## src/sv/itf_pkg.sv

```systemverilog
// Shared types, constants and helpers for the integer-to-text formatter.
`timescale 1ns / 1ps
package itf_pkg;

    localparam int MAX_CHARS_DEF = 32;
    localparam int NUM_DIGITS    = 10;
    localparam int CNT_W         = 7;

    typedef logic [NUM_DIGITS-1:0][3:0] t_digits;

    typedef struct packed {
        t_digits          digits;
        logic [3:0]       nsig;
        logic             upper;
        logic             has_sign;
        logic             neg;
        logic [CNT_W-1:0] pre;
        logic [CNT_W-1:0] zeros;
        logic [CNT_W-1:0] post;
        logic [CNT_W-1:0] chars;
    } t_job;

    localparam logic [7:0] CH_SPACE = 8'h20;
    localparam logic [7:0] CH_MINUS = 8'h2D;
    localparam logic [7:0] CH_ZERO  = 8'h30;

    localparam logic [15:0][7:0] HEX_UPPER = {
        8'h46, 8'h45, 8'h44, 8'h43, 8'h42, 8'h41, 8'h39, 8'h38,
        8'h37, 8'h36, 8'h35, 8'h34, 8'h33, 8'h32, 8'h31, 8'h30};
    localparam logic [15:0][7:0] HEX_LOWER = {
        8'h66, 8'h65, 8'h64, 8'h63, 8'h62, 8'h61, 8'h39, 8'h38,
        8'h37, 8'h36, 8'h35, 8'h34, 8'h33, 8'h32, 8'h31, 8'h30};

    function automatic logic [7:0] digit_char(input logic [3:0] d, input logic upper);
        return upper ? HEX_UPPER[d] : HEX_LOWER[d];
    endfunction

endpackage

```

## src/sv/itf_front.sv

```systemverilog
// Front end: accepts numbers, converts to digits and sizes the sign, padding and digit runs.
`timescale 1ns / 1ps
module itf_front import itf_pkg::*; #(
    parameter int MAX_CHARS = MAX_CHARS_DEF
) (
    input  logic        i_clk,
    input  logic        i_rst_n,
    input  logic        push,
    output logic        full,
    input  logic [31:0] i_magnitude,
    input  logic        i_is_negative,
    input  logic        i_hex_base,
    input  logic        i_upper_case,
    input  logic [5:0]  i_field_width,
    input  logic [6:0]  i_min_digits,
    input  logic        i_left_align,
    input  logic        i_zero_fill,
    input  logic        i_space_sign,
    output logic        o_q_push,
    output t_job        o_job,
    input  logic        i_q_full
);

    localparam logic [1:0] ST_IDLE = 2'd0;
    localparam logic [1:0] ST_CONV = 2'd1;
    localparam logic [1:0] ST_DONE = 2'd2;
    localparam logic [5:0] SAT     = 6'(MAX_CHARS);

    logic [1:0]  r_st, n_st;
    logic [4:0]  r_cnt;
    logic [31:0] r_bin;
    t_digits     r_bcd;
    logic        r_neg, r_upper, r_left, r_zfill, r_space, r_pnone;
    logic [5:0]  r_width, r_prec;

    logic        accept;
    t_digits     adj;
    logic [3:0]  nsig;
    logic [CNT_W-1:0] prec_e, ndig, total, wid7, pad;

    assign full   = (r_st != ST_IDLE);
    assign accept = push && !full;

    always_comb begin
        for (int i = 0; i < NUM_DIGITS; i++) begin
            adj[i] = (r_bcd[i] >= 4'd5) ? r_bcd[i] + 4'd3 : r_bcd[i];
        end
    end

    always_comb begin
        nsig = 4'd0;
        for (int i = 0; i < NUM_DIGITS; i++) begin
            if (r_bcd[i] != 4'd0) begin
                nsig = 4'(i + 1);
            end
        end
    end

    always_comb begin
        prec_e = r_pnone ? CNT_W'(1) : CNT_W'(r_prec);
        ndig   = (CNT_W'(nsig) > prec_e) ? CNT_W'(nsig) : prec_e;
        total  = ndig + CNT_W'(r_neg | r_space);
        wid7   = CNT_W'(r_width);
        pad    = (wid7 > total) ? wid7 - total : '0;

        o_job.digits   = r_bcd;
        o_job.nsig     = nsig;
        o_job.upper    = r_upper;
        o_job.has_sign = r_neg | r_space;
        o_job.neg      = r_neg;
        o_job.pre      = (!r_left && !r_zfill) ? pad : '0;
        o_job.zeros    = ((!r_left && r_zfill) ? pad : '0) + (ndig - CNT_W'(nsig));
        o_job.post     = r_left ? pad : '0;
        o_job.chars    = total + pad;
    end

    assign o_q_push = (r_st == ST_DONE) && (o_job.chars != '0) && !i_q_full;

    always_comb begin
        n_st = r_st;
        unique case (r_st)
            ST_IDLE: begin
                if (accept) begin
                    n_st = i_hex_base ? ST_DONE : ST_CONV;
                end
            end
            ST_CONV: begin
                if (r_cnt == 5'd31) begin
                    n_st = ST_DONE;
                end
            end
            ST_DONE: begin
                if (o_job.chars == '0 || !i_q_full) begin
                    n_st = ST_IDLE;
                end
            end
            default: n_st = ST_IDLE;
        endcase
    end

    always_ff @(posedge i_clk) begin
        if (!i_rst_n) begin
            r_st <= ST_IDLE;
        end else begin
            r_st <= n_st;
        end
    end

    always_ff @(posedge i_clk) begin
        if (accept) begin
            r_cnt   <= 5'd0;
            r_bin   <= i_magnitude;
            r_bcd   <= i_hex_base ? t_digits'({8'h00, i_magnitude}) : '0;
            r_neg   <= i_is_negative;
            r_upper <= i_upper_case;
            r_left  <= i_left_align;
            r_zfill <= i_zero_fill;
            r_space <= i_space_sign;
            r_width <= (i_field_width > SAT) ? SAT : i_field_width;
            r_pnone <= i_min_digits[6];
            r_prec  <= (i_min_digits[5:0] > SAT) ? SAT : i_min_digits[5:0];
        end else if (r_st == ST_CONV) begin
            r_cnt <= r_cnt + 5'd1;
            r_bcd <= t_digits'({adj[NUM_DIGITS-1:0], r_bin[31]});
            r_bin <= {r_bin[30:0], 1'b0};
        end
    end

    a_push_only_done: assert property (@(posedge i_clk) disable iff (!i_rst_n)
        o_q_push |-> (r_st == ST_DONE) && !i_q_full)
        else $error("job pushed outside done state or into full queue");

    a_accept_idle: assert property (@(posedge i_clk) disable iff (!i_rst_n)
        accept |=> (r_st == ST_CONV) || (r_st == ST_DONE))
        else $error("accepted number did not start conversion");

endmodule

```

## src/sv/itf_jobq.sv

```systemverilog
// Two-entry queue of formatting jobs between the front end and the character emitter.
`timescale 1ns / 1ps
module itf_jobq import itf_pkg::*; (
    input  logic i_clk,
    input  logic i_rst_n,
    input  logic i_push,
    input  t_job i_job,
    output logic o_full,
    input  logic i_pop,
    output t_job o_job,
    output logic o_empty
);

    t_job       r_ent [2];
    logic       r_wp, r_rp;
    logic [1:0] r_cnt;
    logic       do_push, do_pop;

    assign o_full  = (r_cnt == 2'd2);
    assign o_empty = (r_cnt == 2'd0);
    assign o_job   = r_ent[r_rp];
    assign do_push = i_push && !o_full;
    assign do_pop  = i_pop && !o_empty;

    always_ff @(posedge i_clk) begin
        if (!i_rst_n) begin
            r_wp  <= 1'b0;
            r_rp  <= 1'b0;
            r_cnt <= 2'd0;
        end else begin
            if (do_push) begin
                r_wp <= ~r_wp;
            end
            if (do_pop) begin
                r_rp <= ~r_rp;
            end
            r_cnt <= r_cnt + 2'(do_push) - 2'(do_pop);
        end
    end

    always_ff @(posedge i_clk) begin
        if (do_push) begin
            r_ent[r_wp] <= i_job;
        end
    end

    a_cnt_ptr: assert property (@(posedge i_clk) disable iff (!i_rst_n)
        (r_cnt != 2'd3) && ((r_cnt == 2'd1) == (r_wp != r_rp)))
        else $error("queue count and pointers disagree");

endmodule

```

## src/sv/itf_back.sv

```systemverilog
// Back end: walks a job and emits one character per cycle through an output register while pop keeps up.
`timescale 1ns / 1ps
module itf_back import itf_pkg::*; (
    input  logic       i_clk,
    input  logic       i_rst_n,
    input  t_job       i_job,
    input  logic       i_q_empty,
    output logic       o_q_pop,
    output logic       empty,
    input  logic       pop,
    output logic [7:0] o_out_char,
    output logic       o_last_char
);

    logic [CNT_W-1:0] r_pre, r_zero, r_post, r_left;
    logic [3:0]       r_dig;
    logic             r_sign, r_neg, r_upper;
    t_digits          r_digits;
    logic             r_oval, r_last;
    logic [7:0]       r_char;

    logic       adv;
    logic [3:0] dig_idx;
    logic [7:0] n_char;

    assign adv     = (r_left != '0) && (!r_oval || pop);
    assign o_q_pop = (r_left == '0) && !i_q_empty;
    assign dig_idx = r_dig - 4'd1;

    always_comb begin
        priority if (r_pre != '0) begin
            n_char = CH_SPACE;
        end else if (r_sign) begin
            n_char = r_neg ? CH_MINUS : CH_SPACE;
        end else if (r_zero != '0) begin
            n_char = CH_ZERO;
        end else if (r_dig != 4'd0) begin
            n_char = digit_char(r_digits[dig_idx], r_upper);
        end else begin
            n_char = CH_SPACE;
        end
    end

    always_ff @(posedge i_clk) begin
        if (!i_rst_n) begin
            r_left <= '0;
            r_pre  <= '0;
            r_zero <= '0;
            r_post <= '0;
            r_dig  <= 4'd0;
            r_sign <= 1'b0;
            r_oval <= 1'b0;
        end else begin
            if (o_q_pop) begin
                r_left <= i_job.chars;
                r_pre  <= i_job.pre;
                r_zero <= i_job.zeros;
                r_post <= i_job.post;
                r_dig  <= i_job.nsig;
                r_sign <= i_job.has_sign;
            end else if (adv) begin
                r_left <= r_left - CNT_W'(1);
                priority if (r_pre != '0) begin
                    r_pre <= r_pre - CNT_W'(1);
                end else if (r_sign) begin
                    r_sign <= 1'b0;
                end else if (r_zero != '0) begin
                    r_zero <= r_zero - CNT_W'(1);
                end else if (r_dig != 4'd0) begin
                    r_dig <= r_dig - 4'd1;
                end else begin
                    r_post <= r_post - CNT_W'(1);
                end
            end
            if (adv) begin
                r_oval <= 1'b1;
            end else if (pop) begin
                r_oval <= 1'b0;
            end
        end
    end

    always_ff @(posedge i_clk) begin
        if (o_q_pop) begin
            r_neg    <= i_job.neg;
            r_upper  <= i_job.upper;
            r_digits <= i_job.digits;
        end
        if (adv) begin
            r_char <= n_char;
            r_last <= (r_left == CNT_W'(1));
        end
    end

    assign empty       = !r_oval;
    assign o_out_char  = r_char;
    assign o_last_char = r_last;

    a_load_nonempty: assert property (@(posedge i_clk) disable iff (!i_rst_n)
        o_q_pop |=> r_left != '0)
        else $error("job with no characters reached the emitter");

    a_runs_drained: assert property (@(posedge i_clk) disable iff (!i_rst_n)
        (r_left == '0) |-> (r_pre == '0) && (r_zero == '0) && (r_post == '0)
                           && (r_dig == 4'd0) && !r_sign)
        else $error("character runs left over after job ended");

    a_last_ends_job: assert property (@(posedge i_clk) disable iff (!i_rst_n)
        (adv && (r_left == CNT_W'(1))) |=> (r_left == '0))
        else $error("last character emitted while job still running");

endmodule

```

## src/sv/integer_to_text_formatter_core.sv

```systemverilog
// Top level of the printf-style integer-to-text formatter.
// Usage:
//   Input queue side: drive the number and its format controls with push;
//   a transfer happens on a clock edge with push high and full low.
//   Output queue side: while empty is low, o_out_char/o_last_char show the
//   oldest character; a transfer happens on an edge with pop high and empty low.
//   Characters leave most significant first; o_last_char marks the final one.
//   A zero with precision 0 and no sign or padding yields no characters.
// Flow:
//   The front end takes one number at a time: decimal numbers go through
//   32 shift-add-3 binary-to-BCD steps, hex numbers skip the conversion.
//   A two-entry job queue decouples it from the emitter, which loads each
//   number from the queue and then sends one character per cycle while pop keeps up.
// Reset: synchronous active-low i_rst_n empties the queue and the output.
// Stall: with pop low the output holds; full is high while the front end
//   holds a number, and stays high while it waits for room in the job queue.
`timescale 1ns / 1ps
module integer_to_text_formatter_core import itf_pkg::*; #(
    parameter int MAX_CHARS = MAX_CHARS_DEF
) (
    input  logic        i_clk,
    input  logic        i_rst_n,
    input  logic        push,
    output logic        full,
    input  logic [31:0] i_magnitude,
    input  logic        i_is_negative,
    input  logic        i_hex_base,
    input  logic        i_upper_case,
    input  logic [5:0]  i_field_width,
    input  logic signed [6:0] i_min_digits,
    input  logic        i_left_align,
    input  logic        i_zero_fill,
    input  logic        i_space_sign,
    output logic        empty,
    input  logic        pop,
    output logic [7:0]  o_out_char,
    output logic        o_last_char
);

    logic q_push, q_full, q_pop, q_empty;
    t_job job_in, job_out;

    itf_front #(.MAX_CHARS(MAX_CHARS)) u_front (
        .i_clk         (i_clk),
        .i_rst_n       (i_rst_n),
        .push          (push),
        .full          (full),
        .i_magnitude   (i_magnitude),
        .i_is_negative (i_is_negative),
        .i_hex_base    (i_hex_base),
        .i_upper_case  (i_upper_case),
        .i_field_width (i_field_width),
        .i_min_digits  (i_min_digits),
        .i_left_align  (i_left_align),
        .i_zero_fill   (i_zero_fill),
        .i_space_sign  (i_space_sign),
        .o_q_push      (q_push),
        .o_job         (job_in),
        .i_q_full      (q_full)
    );

    itf_jobq u_jobq (
        .i_clk   (i_clk),
        .i_rst_n (i_rst_n),
        .i_push  (q_push),
        .i_job   (job_in),
        .o_full  (q_full),
        .i_pop   (q_pop),
        .o_job   (job_out),
        .o_empty (q_empty)
    );

    itf_back u_back (
        .i_clk       (i_clk),
        .i_rst_n     (i_rst_n),
        .i_job       (job_out),
        .i_q_empty   (q_empty),
        .o_q_pop     (q_pop),
        .empty       (empty),
        .pop         (pop),
        .o_out_char  (o_out_char),
        .o_last_char (o_last_char)
    );

endmodule
```

## config.mk

```make
export PLATFORM = sky130hd
export DESIGN_NAME = integer_to_text_formatter_core
export DESIGN_NICKNAME = d
export VERILOG_FILES = /design/src/sv/itf_pkg.sv /design/src/sv/itf_front.sv /design/src/sv/itf_jobq.sv /design/src/sv/itf_back.sv /design/src/sv/integer_to_text_formatter_core.sv
export SDC_FILE = /design/constraint.sdc
export NUM_CORES = 1
export LEC_CHECK = 0
export ABC_CLOCK_PERIOD_IN_PS = 28800
export CAP_MARGIN = 20
export CORE_ASPECT_RATIO = 0.9
export CORE_MARGIN = 2
export CORE_UTILIZATION = 45
export CTS_BUF_LIST = sky130_fd_sc_hd__clkbuf_4 sky130_fd_sc_hd__clkbuf_8
export DETAILED_ROUTE_END_ITERATION = 10
export DONT_BUFFER_PORTS = 1
export SLEW_MARGIN = 10
export SYNTH_ARGS = -nofsm -noshare
export SYNTH_HDL_FRONTEND = slang
export SYNTH_HIERARCHICAL = 1
export SYNTH_SLANG_ARGS = --single-unit
```

## constraint.sdc

```tcl
create_clock -name i_clk -period 28.8 [get_ports i_clk]
set_clock_uncertainty 0.2 [all_clocks]
set_input_delay 5.76 -clock i_clk [delete_from_list [all_inputs] [get_ports i_clk]]
set_output_delay 5.76 -clock i_clk [all_outputs]
set_load 0.01 [all_outputs]
```

==> results of run 1 <==
-- power groups by stage --
stage	Clock [W]	Sequential, W	Combinational (W)
2_1_floorplan	0	0.000614	0.000280
3_3_place_gp	0	0.000626	0.000342
3_5_place_dp	0	0.000628	0.000346
4_1_cts	0.000392	0.000619	0.000349
5_1_grt	0.000411	0.000626	0.000393
6_report	0.000378	0.000619	0.000348
-- worst max-delay path: cells and delay by family (launching register included) --
family | cells | cell delay [ns]
compound gates | 13 | 2.87
simple gates | 11 | 2.23
fa+ha+maj | 6 | 1.67
buf+inv | 5 | 1.08
flops | 1 | 0.45
xor+xnor | 1 | 0.21
-- stage by stage --
stage                     power (W)  hold slack (ns)  cells  utilization
final                       0.00134            0.267   1673        0.496
after global routing        0.00143            0.291   1673        0.496
after CTS                   0.00136            0.261   1673        0.496
after detailed placement   0.000975            0.233   1583        0.467
after global placement     0.000968            0.227   1583        0.467
after floorplan            0.000894            0.255   1161            -
-- final cells by class --
| cell class | instances | area [sq um] | area share |
|---|---|---|---|
| Clock inverter | 14 | 93.8 | 0.00558 |
| Tap cell | 462 | 578 | 0.0344 |
| Clock buffer | 76 | 915 | 0.0544 |
| Multi-Input combinational cell | 727 | 5840 | 0.347 |
| Timing Repair Buffer | 6 | 45.0 | 0.00268 |
| Inverter | 73 | 274 | 0.0163 |
| Sequential cell | 315 | 9070 | 0.540 |
-- layer usage --
layer  vias up  GRT usage
met5         -          0
met3        49     0.0323
met1      4196      0.251
li1       4313          -
met2       142      0.233
met4         0     0.0409
-- final timing paths --
kind / end / depth (start not counted)
setup reg to reg: u_jobq/r_ent[0][27]$_DFFE_PP_ / 36
setup / recovery: u_jobq/r_ent[0][27]$_DFFE_PP_ / 36
hold reg to reg: u_jobq/r_ent[1][30]$_DFFE_PP_ / 0
hold / removal: u_jobq/r_ent[1][30]$_DFFE_PP_ / 0
-- state kept, by name (all words and copies together), names as in the netlist, 2 cells and up, named ones only --
signal,cells
u_jobq/r_ent,136
u_back/r_digits,40
u_front/o_job,40
u_front/r_bin,32
u_back/o_out_char,7
u_back/r_left,7
u_back/r_pre,7
u_back/r_zero,7
u_front/r_prec,6
u_front/r_width,6
u_front/r_cnt,5
u_back/r_dig,4
u_front/r_st,2
u_jobq/r_cnt,2
-- layout by cell type (no fill, tap or decap), types with 8 or more instances in the layout --
| master | count |
|---|---|
| a21boi_0 | 11 |
| a21oi_1 | 62 |
| clkbuf_4 | 21 |
| clkbuf_8 | 55 |
| dfxtp_1 | 38 |
| edfxtp_1 | 276 |
| ha_1 | 66 |
| inv_1 | 70 |
| mux2_1 | 31 |
| mux2_2 | 19 |
| mux2_4 | 50 |
| mux2i_1 | 10 |
| mux4_2 | 8 |
| nand2_1 | 49 |
| nand2b_1 | 17 |
| nand3_1 | 44 |
| nand4_1 | 12 |
| nor2_1 | 55 |
| nor2b_1 | 20 |
| nor3_1 | 16 |
| nor3b_1 | 15 |
| o21ai_0 | 28 |
| o21ai_1 | 33 |
| o31ai_1 | 9 |
| xnor2_1 | 33 |
| xor2_1 | 27 |
==> run_results.csv, run 1 <==
group,metric,value,unit
critical_path,crit_path_start_kind,"flop",
sta,tns,0,ns
global_routing,grt_max_degree,94,
clock_network,clk_pin_slew_worst_paths,0.06,ns
placed_design,placed_area,15800,sq um
hold_path,hold_class,"reg2reg",
yosys,synthCells,1161,
power,p_leak,6.06,nW
sta,slew_viol_final,0,
power,switching_share,0.307,
global_routing,grt_pass1_vias,8531,
placed_design,dp_slack,19.63,ns
critical_path,crit_type,"reg2reg",
clock_network,clock_path_buffers,3,
sta,hold_viol_final,0,
clock_network,insertion_delay,0.58,ns
placed_design,gp_congestion,0.814,
route,wl_per_cell,17.1,microns
finish,n_antenna_cell,0,
yosys,synth_fp_nets,1288,
route,routed_via_density,5.20,
sta,period_share,0.319,
critical_path,cpMaxStageDelayCell,"buf_4",
power,power.net_switching,0.000413,W
power,power.internal,0.000932,W
clock_network,clkSinkCount,315,
route,ant_nets,0,
power,p_clk_frac,0.281,
sta,fin_crit,9.19,ns
die,ioPinCount,66,
finish,final_area,16800,sq um
route,wl_met3,1190,microns
finish,synthToLayoutAreaGrowth,9.12,%
yosys,synth_area_per_cell,13.3,sq um
die,core,33900,sq um
route,drt_iter0_drc,655,
global_routing,antenna_found_initial,0,
placed_design,numPortBuffers,0,
sta,setup_violations,0,
run_status,status,"complete, no violations",
critical_path,r2r-start,"u_front/o_job[63]$_DFFE_PP_",
critical_path,crit_top_cell,"ha_1",
clock_network,ctsHoldBuffers,0,
critical_path,arrival,9.18,ns
finish,fin_nets,1301,
critical_path,critical_path_peak_fanout,65,
clock_network,cts_resized,0,
route,route.met2.wl,12000,microns
clock_network,h-tree-depth,2,
critical_path,cp.required,28.79,ns
sta,fmax,109,MHz
sta,worstMarginPinSlew,1.03,ns
critical_path,crit_path_end_kind,"flop",
finish,drive_above_1_share,0.167,
job,drv_cap,0,
sta,slew_headroom,0.313,
yosys,yosys_warnings,6,
global_routing,grt_pass1_wl,45800,microns
hold_path,hold_start,"u_front/r_upper$_DFFE_PP_",
critical_path,r2r_slack,19.61,ns
die,row_count,64,
power,ir_drop,0.0400,mV
clock_network,cts_tree,"yes",
power,pwr_density_cell,80.0,nW/um^2
critical_path,startpoint,"u_front/o_job[63]$_DFFE_PP_",
critical_path,max_stage_delay,0.71,ns
die,die_h,180,microns
global_routing,globalRouteOverflowTotal,0,
route,dr.pass1.iters,4,
clock_network,postCtsSetupBuffers,0,
route,wirelength,28600,microns
die,die_w,199,microns
yosys,synthesis.area,15400,sq um
sta,rsz0062_at_grt,"no",
power,p_comb_frac,0.259,
die,start_util,0.455,
global_routing,grt_usage,0.162,
route,drc,0,
route,wl_met1,14800,microns
placed_design,dp_hpwl,19300,microns
finish,fill_cells,2901,
route,vias,8700,
power,seqPwrFrac,0.460,
sta,setup_slack,19.61,ns
clock_network,cts.root.buffer_cell,"clkbuf_8",
clock_network,cts_made_buffers,51,
route,top_layer,"met4",
die,dieArea,35700,sq um
Power figures use the tool's default switching activity.
==> run 2, diff against run 1 <==
--- a/config.mk
+++ b/config.mk
@@ -5,7 +5,7 @@
 export SDC_FILE = /design/constraint.sdc
 export NUM_CORES = 1
 export LEC_CHECK = 0
-export ABC_CLOCK_PERIOD_IN_PS = 28800
+export ABC_CLOCK_PERIOD_IN_PS = 9600
 export CAP_MARGIN = 20
 export CORE_ASPECT_RATIO = 0.9
 export CORE_MARGIN = 2
==> constraint.sdc (replaced) <==
create_clock -name i_clk -period 9.6 [get_ports i_clk]
set_clock_uncertainty 0.2 [all_clocks]
set_input_delay 1.92 -clock i_clk [delete_from_list [all_inputs] [get_ports i_clk]]
set_output_delay 1.92 -clock i_clk [all_outputs]
set_load 0.01 [all_outputs]
==> run_results.csv, run 2 (same netlist as run 1, synthesis figures left out) <==
group,metric,value,unit
finish,fin_nets,1315,
clock_network,clk_pin_slew_worst_paths,0.06,ns
finish,largest_reg_flops,136,
die,die_h,180,microns
clock_network,cts.root.buffer_cell,"clkbuf_8",
hold_path,hold_class,"reg2reg",
finish,drive_above_1_share,0.168,
critical_path,crit_type,"reg2reg",
finish,largest_register,"u_jobq/r_ent",
sta,hold_viol_final,0,
critical_path,crit_top_cell,"ha_1",
route,drc,0,
critical_path,cpMaxStageDelayCell,"edfxtp_1",
power,ir_drop,0.134,mV
run_status,status,"complete, no violations",
route,wirelength,29500,microns
route,drt_iter0_drc,622,
clock_network,clock_path_buffers,3,
clock_network,insertion_delay,0.59,ns
power,p_leak,6.11,nW
global_routing,antenna_found_initial,0,
clock_network,h-tree-depth,2,
critical_path,cp.required,9.91,ns
route,ant_nets,0,
clock_network,cts_tree,"yes",
finish,final_common_cell,"edfxtp_1",
route,vias,8804,
global_routing,grt_pass1_wl,46700,microns
die,dieArea,35700,sq um
critical_path,max_stage_delay,0.44,ns
global_routing,grt_max_degree,79,
clock_network,clkSinkCount,315,
finish,n_antenna_cell,0,
die,core,33900,sq um
global_routing,grt_usage,0.167,
sta,rsz0062_at_grt,"no",
sta,worstMarginPinSlew,1.02,ns
clock_network,cts_made_buffers,53,
sta,slew_viol_final,0,
clock_network,ctsHoldBuffers,0,
die,die_w,199,microns
critical_path,critical_path_peak_fanout,7,
route,routed_via_density,5.20,
finish,final_area,16900,sq um
power,pwr_density_cell,237,nW/um^2
placed_design,numPortBuffers,0,
sta,slew_headroom,0.317,
global_routing,grt_pass1_vias,8578,
die,row_count,64,
job,drv_cap,0,
sta,setup_violations,0,
placed_design,dp_hpwl,20100,microns
route,dr.pass1.iters,5,
finish,synthToLayoutAreaGrowth,9.78,%
finish,mostFrequentLayoutCells,"276 x edfxtp_1, 70 x inv_1, 66 x ha_1",
sta,period_share,0.911,
placed_design,placed_area,15900,sq um
sta,fmax,114,MHz
critical_path,crit_path_start_kind,"flop",
die,start_util,0.455,
route,wl_per_cell,17.4,microns
sta,fin_crit,8.74,ns
global_routing,globalRouteOverflowTotal,0,
die,ioPinCount,66,
critical_path,arrival,9.05,ns
sta,tns,0,ns
placed_design,gp_congestion,0.848,
critical_path,crit_path_end_kind,"flop",
run 2: cell type report:
type / instances / area, sq um
sequential: 315 / 9070
tap: 462 / 578
clock inverter: 28 / 124
timing repair buffer: 18 / 173
fill: 2961 / 17000
clock buffer: 69 / 856
multi-input combinational: 727 / 5840
inverter: 73 / 274
run 2: worst max-delay path: cells and delay by family, from the launching register on:
family / cells / cell delay, ns
adders and majority gates: 8 / 2.14
xor gates and xnor gates: 2 / 0.36
and+or+nand+nor: 12 / 2.36
AOI/OAI and AO/OA: 13 / 2.77
DFF: 1 / 0.44
buffers and inverters: 5 / 0.41
run 2: per-stage QoR:
| stage | total power, W | hold slack [ns] | worst slack [ns] | util | instances |
|---|---|---|---|---|---|
| final | 0.00402 | 0.253 | 0.858 | 0.499 | 1692 |
| after global placement | 0.00291 | 0.227 | 0.908 | 0.468 | 1587 |
| after detailed placement | 0.00294 | 0.233 | 0.621 | 0.468 | 1587 |
| after CTS | 0.00406 | 0.254 | 0.601 | 0.497 | 1684 |
| after global routing | 0.00427 | 0.260 | 0.123 | 0.499 | 1692 |
| after floorplan | 0.00268 | 0.257 | 0.726 | - | 1161 |
run 2: path summary, 6_finish.rpt:
check	end	cells after the start	slack (ns)	start
worst min-delay path	u_jobq/r_ent[0][30]$_DFFE_PP_	0	0.25	u_front/r_upper$_DFFE_PP_
worst max register to register	u_jobq/r_cnt[1]$_SDFF_PN0_	40	0.86	u_front/o_job[63]$_DFFE_PP_
worst max-delay path	u_jobq/r_cnt[1]$_SDFF_PN0_	40	0.86	u_front/o_job[63]$_DFFE_PP_
worst min register to register	u_jobq/r_ent[0][30]$_DFFE_PP_	0	0.25	u_front/r_upper$_DFFE_PP_
run 2: what timing repair did:
action	in CTS	in global routing
buffers inserted	0	8
gates resized for setup	0	1
setup endpoints to repair	0	54
run 2: routing by layer:
| metal | vias up | GRT usage | share of wire |
|---|---|---|---|
| met4 | 0 | 0.0439 | 0.014 |
| met1 | 4247 | 0.252 | 0.51 |
| met5 | - | 0 | 0 |
| li1 | 4353 | - | - |
| met3 | 39 | 0.0328 | 0.045 |
| met2 | 165 | 0.244 | 0.44 |
run 2: where the power goes:
part / total (W) / switching [W] / internal [W]
registers: 0.00186 / 0.000129 / 0.00173
clock network: 0.00110 / 0.000520 / 0.000581
logic: 0.00106 / 0.000616 / 0.000441
==> run 3, diff against run 2 <==
--- a/config.mk
+++ b/config.mk
@@ -7,7 +7,7 @@
 export LEC_CHECK = 0
 export ABC_CLOCK_PERIOD_IN_PS = 9600
 export CAP_MARGIN = 20
-export CORE_ASPECT_RATIO = 0.9
+export CORE_ASPECT_RATIO = 0.7
 export CORE_MARGIN = 2
 export CORE_UTILIZATION = 45
 export CTS_BUF_LIST = sky130_fd_sc_hd__clkbuf_4 sky130_fd_sc_hd__clkbuf_8
==> run_results.csv, run 3 (same netlist as run 1, synthesis figures left out) <==
group,metric,value,unit
run_status,status,"complete, no violations",
clock_network,insertion_delay,0.58,ns
sta,worstMarginPinSlew,0.992,ns
finish,mostFrequentLayoutCells,"276 x edfxtp_1, 70 x inv_1, 66 x ha_1",
critical_path,max_stage_delay,0.53,ns
sta,hold_viol_final,0,
critical_path,cpMaxStageDelayCell,"and3_2",
job,drv_cap,0,
critical_path,reg2reg_to,"u_jobq/r_ent[1][59]$_DFFE_PP_",
route,routed_via_density,5.31,
finish,drive_above_1_share,0.168,
die,dieArea,35800,sq um
critical_path,r2r-start,"u_front/o_job[67]$_SDFFCE_PP0P_",
die,start_util,0.458,
finish,fin_nets,1305,
route,ant_nets,0,
sta,tns,0,ns
critical_path,critical_path_peak_fanout,54,
clock_network,cts_made_buffers,51,
critical_path,cp.required,9.62,ns
critical_path,rr_worst_depth,35,
route,wl_per_cell,18.2,microns
die,die_w,225,microns
clock_network,cts_tree,"yes",
sta,period_share,0.908,
placed_design,dp_hpwl,20100,microns
route,vias,8766,
critical_path,r2r_slack,0.88,ns
clock_network,clkSinkCount,315,
power,p_leak,6.10,nW
clock_network,cts.root.buffer_cell,"clkbuf_8",
sta,rsz0062_at_grt,"no",
route,wirelength,30000,microns
finish,fill_cells,2928,
sta,slew_viol_final,0,
finish,largest_register,"u_jobq/r_ent",
clock_network,postCtsSetupBuffers,0,
finish,synthToLayoutAreaGrowth,9.40,%
placed_design,gp_congestion,0.864,
global_routing,antenna_found_initial,0,
critical_path,crit_path_end_kind,"flop",
finish,multi_input_area,5840,sq um
power,pwr_density_cell,241,nW/um^2
route,drt_iter0_drc,679,
finish,final_common_cell,"edfxtp_1",
clock_network,clock_path_buffers,3,
global_routing,grt_usage,0.169,
critical_path,crit_path_start_kind,"flop",
power,ir_drop,0.112,mV
sta,slew_headroom,0.339,
route,drc,0,
hold_path,hold_depth,0,
die,row_count,56,
global_routing,grt_pass1_vias,8535,
placed_design,numPortBuffers,0,
die,die_h,159,microns
finish,largest_reg_flops,136,
global_routing,grt_pass1_wl,47500,microns
finish,utilization,0.501,
route,dr.pass1.iters,5,
die,ioPinCount,66,
finish,n_antenna_cell,0,
die,core,33600,sq um
global_routing,globalRouteOverflowTotal,0,
sta,fin_crit,8.72,ns
finish,regArea,9070,sq um
critical_path,crit_type,"reg2reg",
critical_path,arrival,8.73,ns
global_routing,grt_max_degree,73,
clock_network,h-tree-depth,2,
sta,setup_violations,0,
sta,fmax,115,MHz
clock_network,clk_pin_slew_worst_paths,0.06,ns
hold_path,hold_class,"reg2reg",
hold_path,hold_start,"u_front/r_upper$_DFFE_PP_",
hold_path,hold_path_end,"u_jobq/r_ent[1][30]$_DFFE_PP_",
critical_path,crit_top_cell,"ha_1",
run 3: critical path: cells and delay by family (launching register included):
family	cells	cell delay (ns)
fa+ha+maj	6	1.72
simple gates	10	2.45
flops	1	0.44
buf+inv	5	0.72
xor+xnor	1	0.22
compound gates	13	2.59
run 3: through the flow:
step           area [sq um]  setup slack (ns)  total power [W]  hold slack, ns  std cells
3_5_place_dp          15800             0.626          0.00294           0.293       1559
5_1_grt               16900             0.174          0.00432           0.307       1650
3_3_place_gp          15800              1.02          0.00292           0.276       1559
2_1_floorplan         15400             0.726          0.00268           0.257       1161
4_1_cts               16800             0.602          0.00410           0.306       1649
6_report              16900             0.885          0.00407           0.285       1650
run 3: worst max path at each step:
stage,from,slack (ns),cells after the start,to
2_1_floorplan,u_front/o_job[67]$_SDFFCE_PP0P_,0.73,35,u_jobq/r_ent[0][0]$_DFFE_PP_
3_3_place_gp,u_front/o_job[67]$_SDFFCE_PP0P_,1.02,36,u_jobq/r_ent[0][60]$_DFFE_PP_
3_5_place_dp,u_front/o_job[67]$_SDFFCE_PP0P_,0.63,36,u_jobq/r_ent[0][65]$_DFFE_PP_
4_1_cts,u_front/o_job[67]$_SDFFCE_PP0P_,0.60,36,u_jobq/r_ent[0][62]$_DFFE_PP_
5_1_grt,u_front/o_job[68]$_SDFFCE_PP0P_,0.17,40,u_jobq/r_cnt[1]$_SDFF_PN0_
6_report,u_front/o_job[67]$_SDFFCE_PP0P_,0.88,35,u_jobq/r_ent[1][59]$_DFFE_PP_
run 3: metal layers:
layer  vias up  wire (microns)  GRT usage
met3        49            1370     0.0326
met4         0             524     0.0397
met1      4234           16100      0.278
met5         -               0          0
met2       170           11900      0.224
li1       4313               -          -
run 3: what timing repair did:
| action | CTS | global route |
|---|---|---|
| endpoints found under the setup margin | 0 | 105 |
| hold buffers | 0 | 0 |
| gates resized for setup | 0 | 3 |
run 3: cell type report:
cell class,count,area share
inverter,73,0.0163
timing repair buffer,10,0.00661
sequential,315,0.538
clock inverter,13,0.00497
clock buffer,77,0.0551
tap,435,0.0323
multi-input combinational,727,0.347
run 3: power by group:
part	leakage (nW)	switching, W	internal (W)
registers	2.89	0.000127	0.00173
clock network	0.539	0.000510	0.000640
logic	2.67	0.000625	0.000440
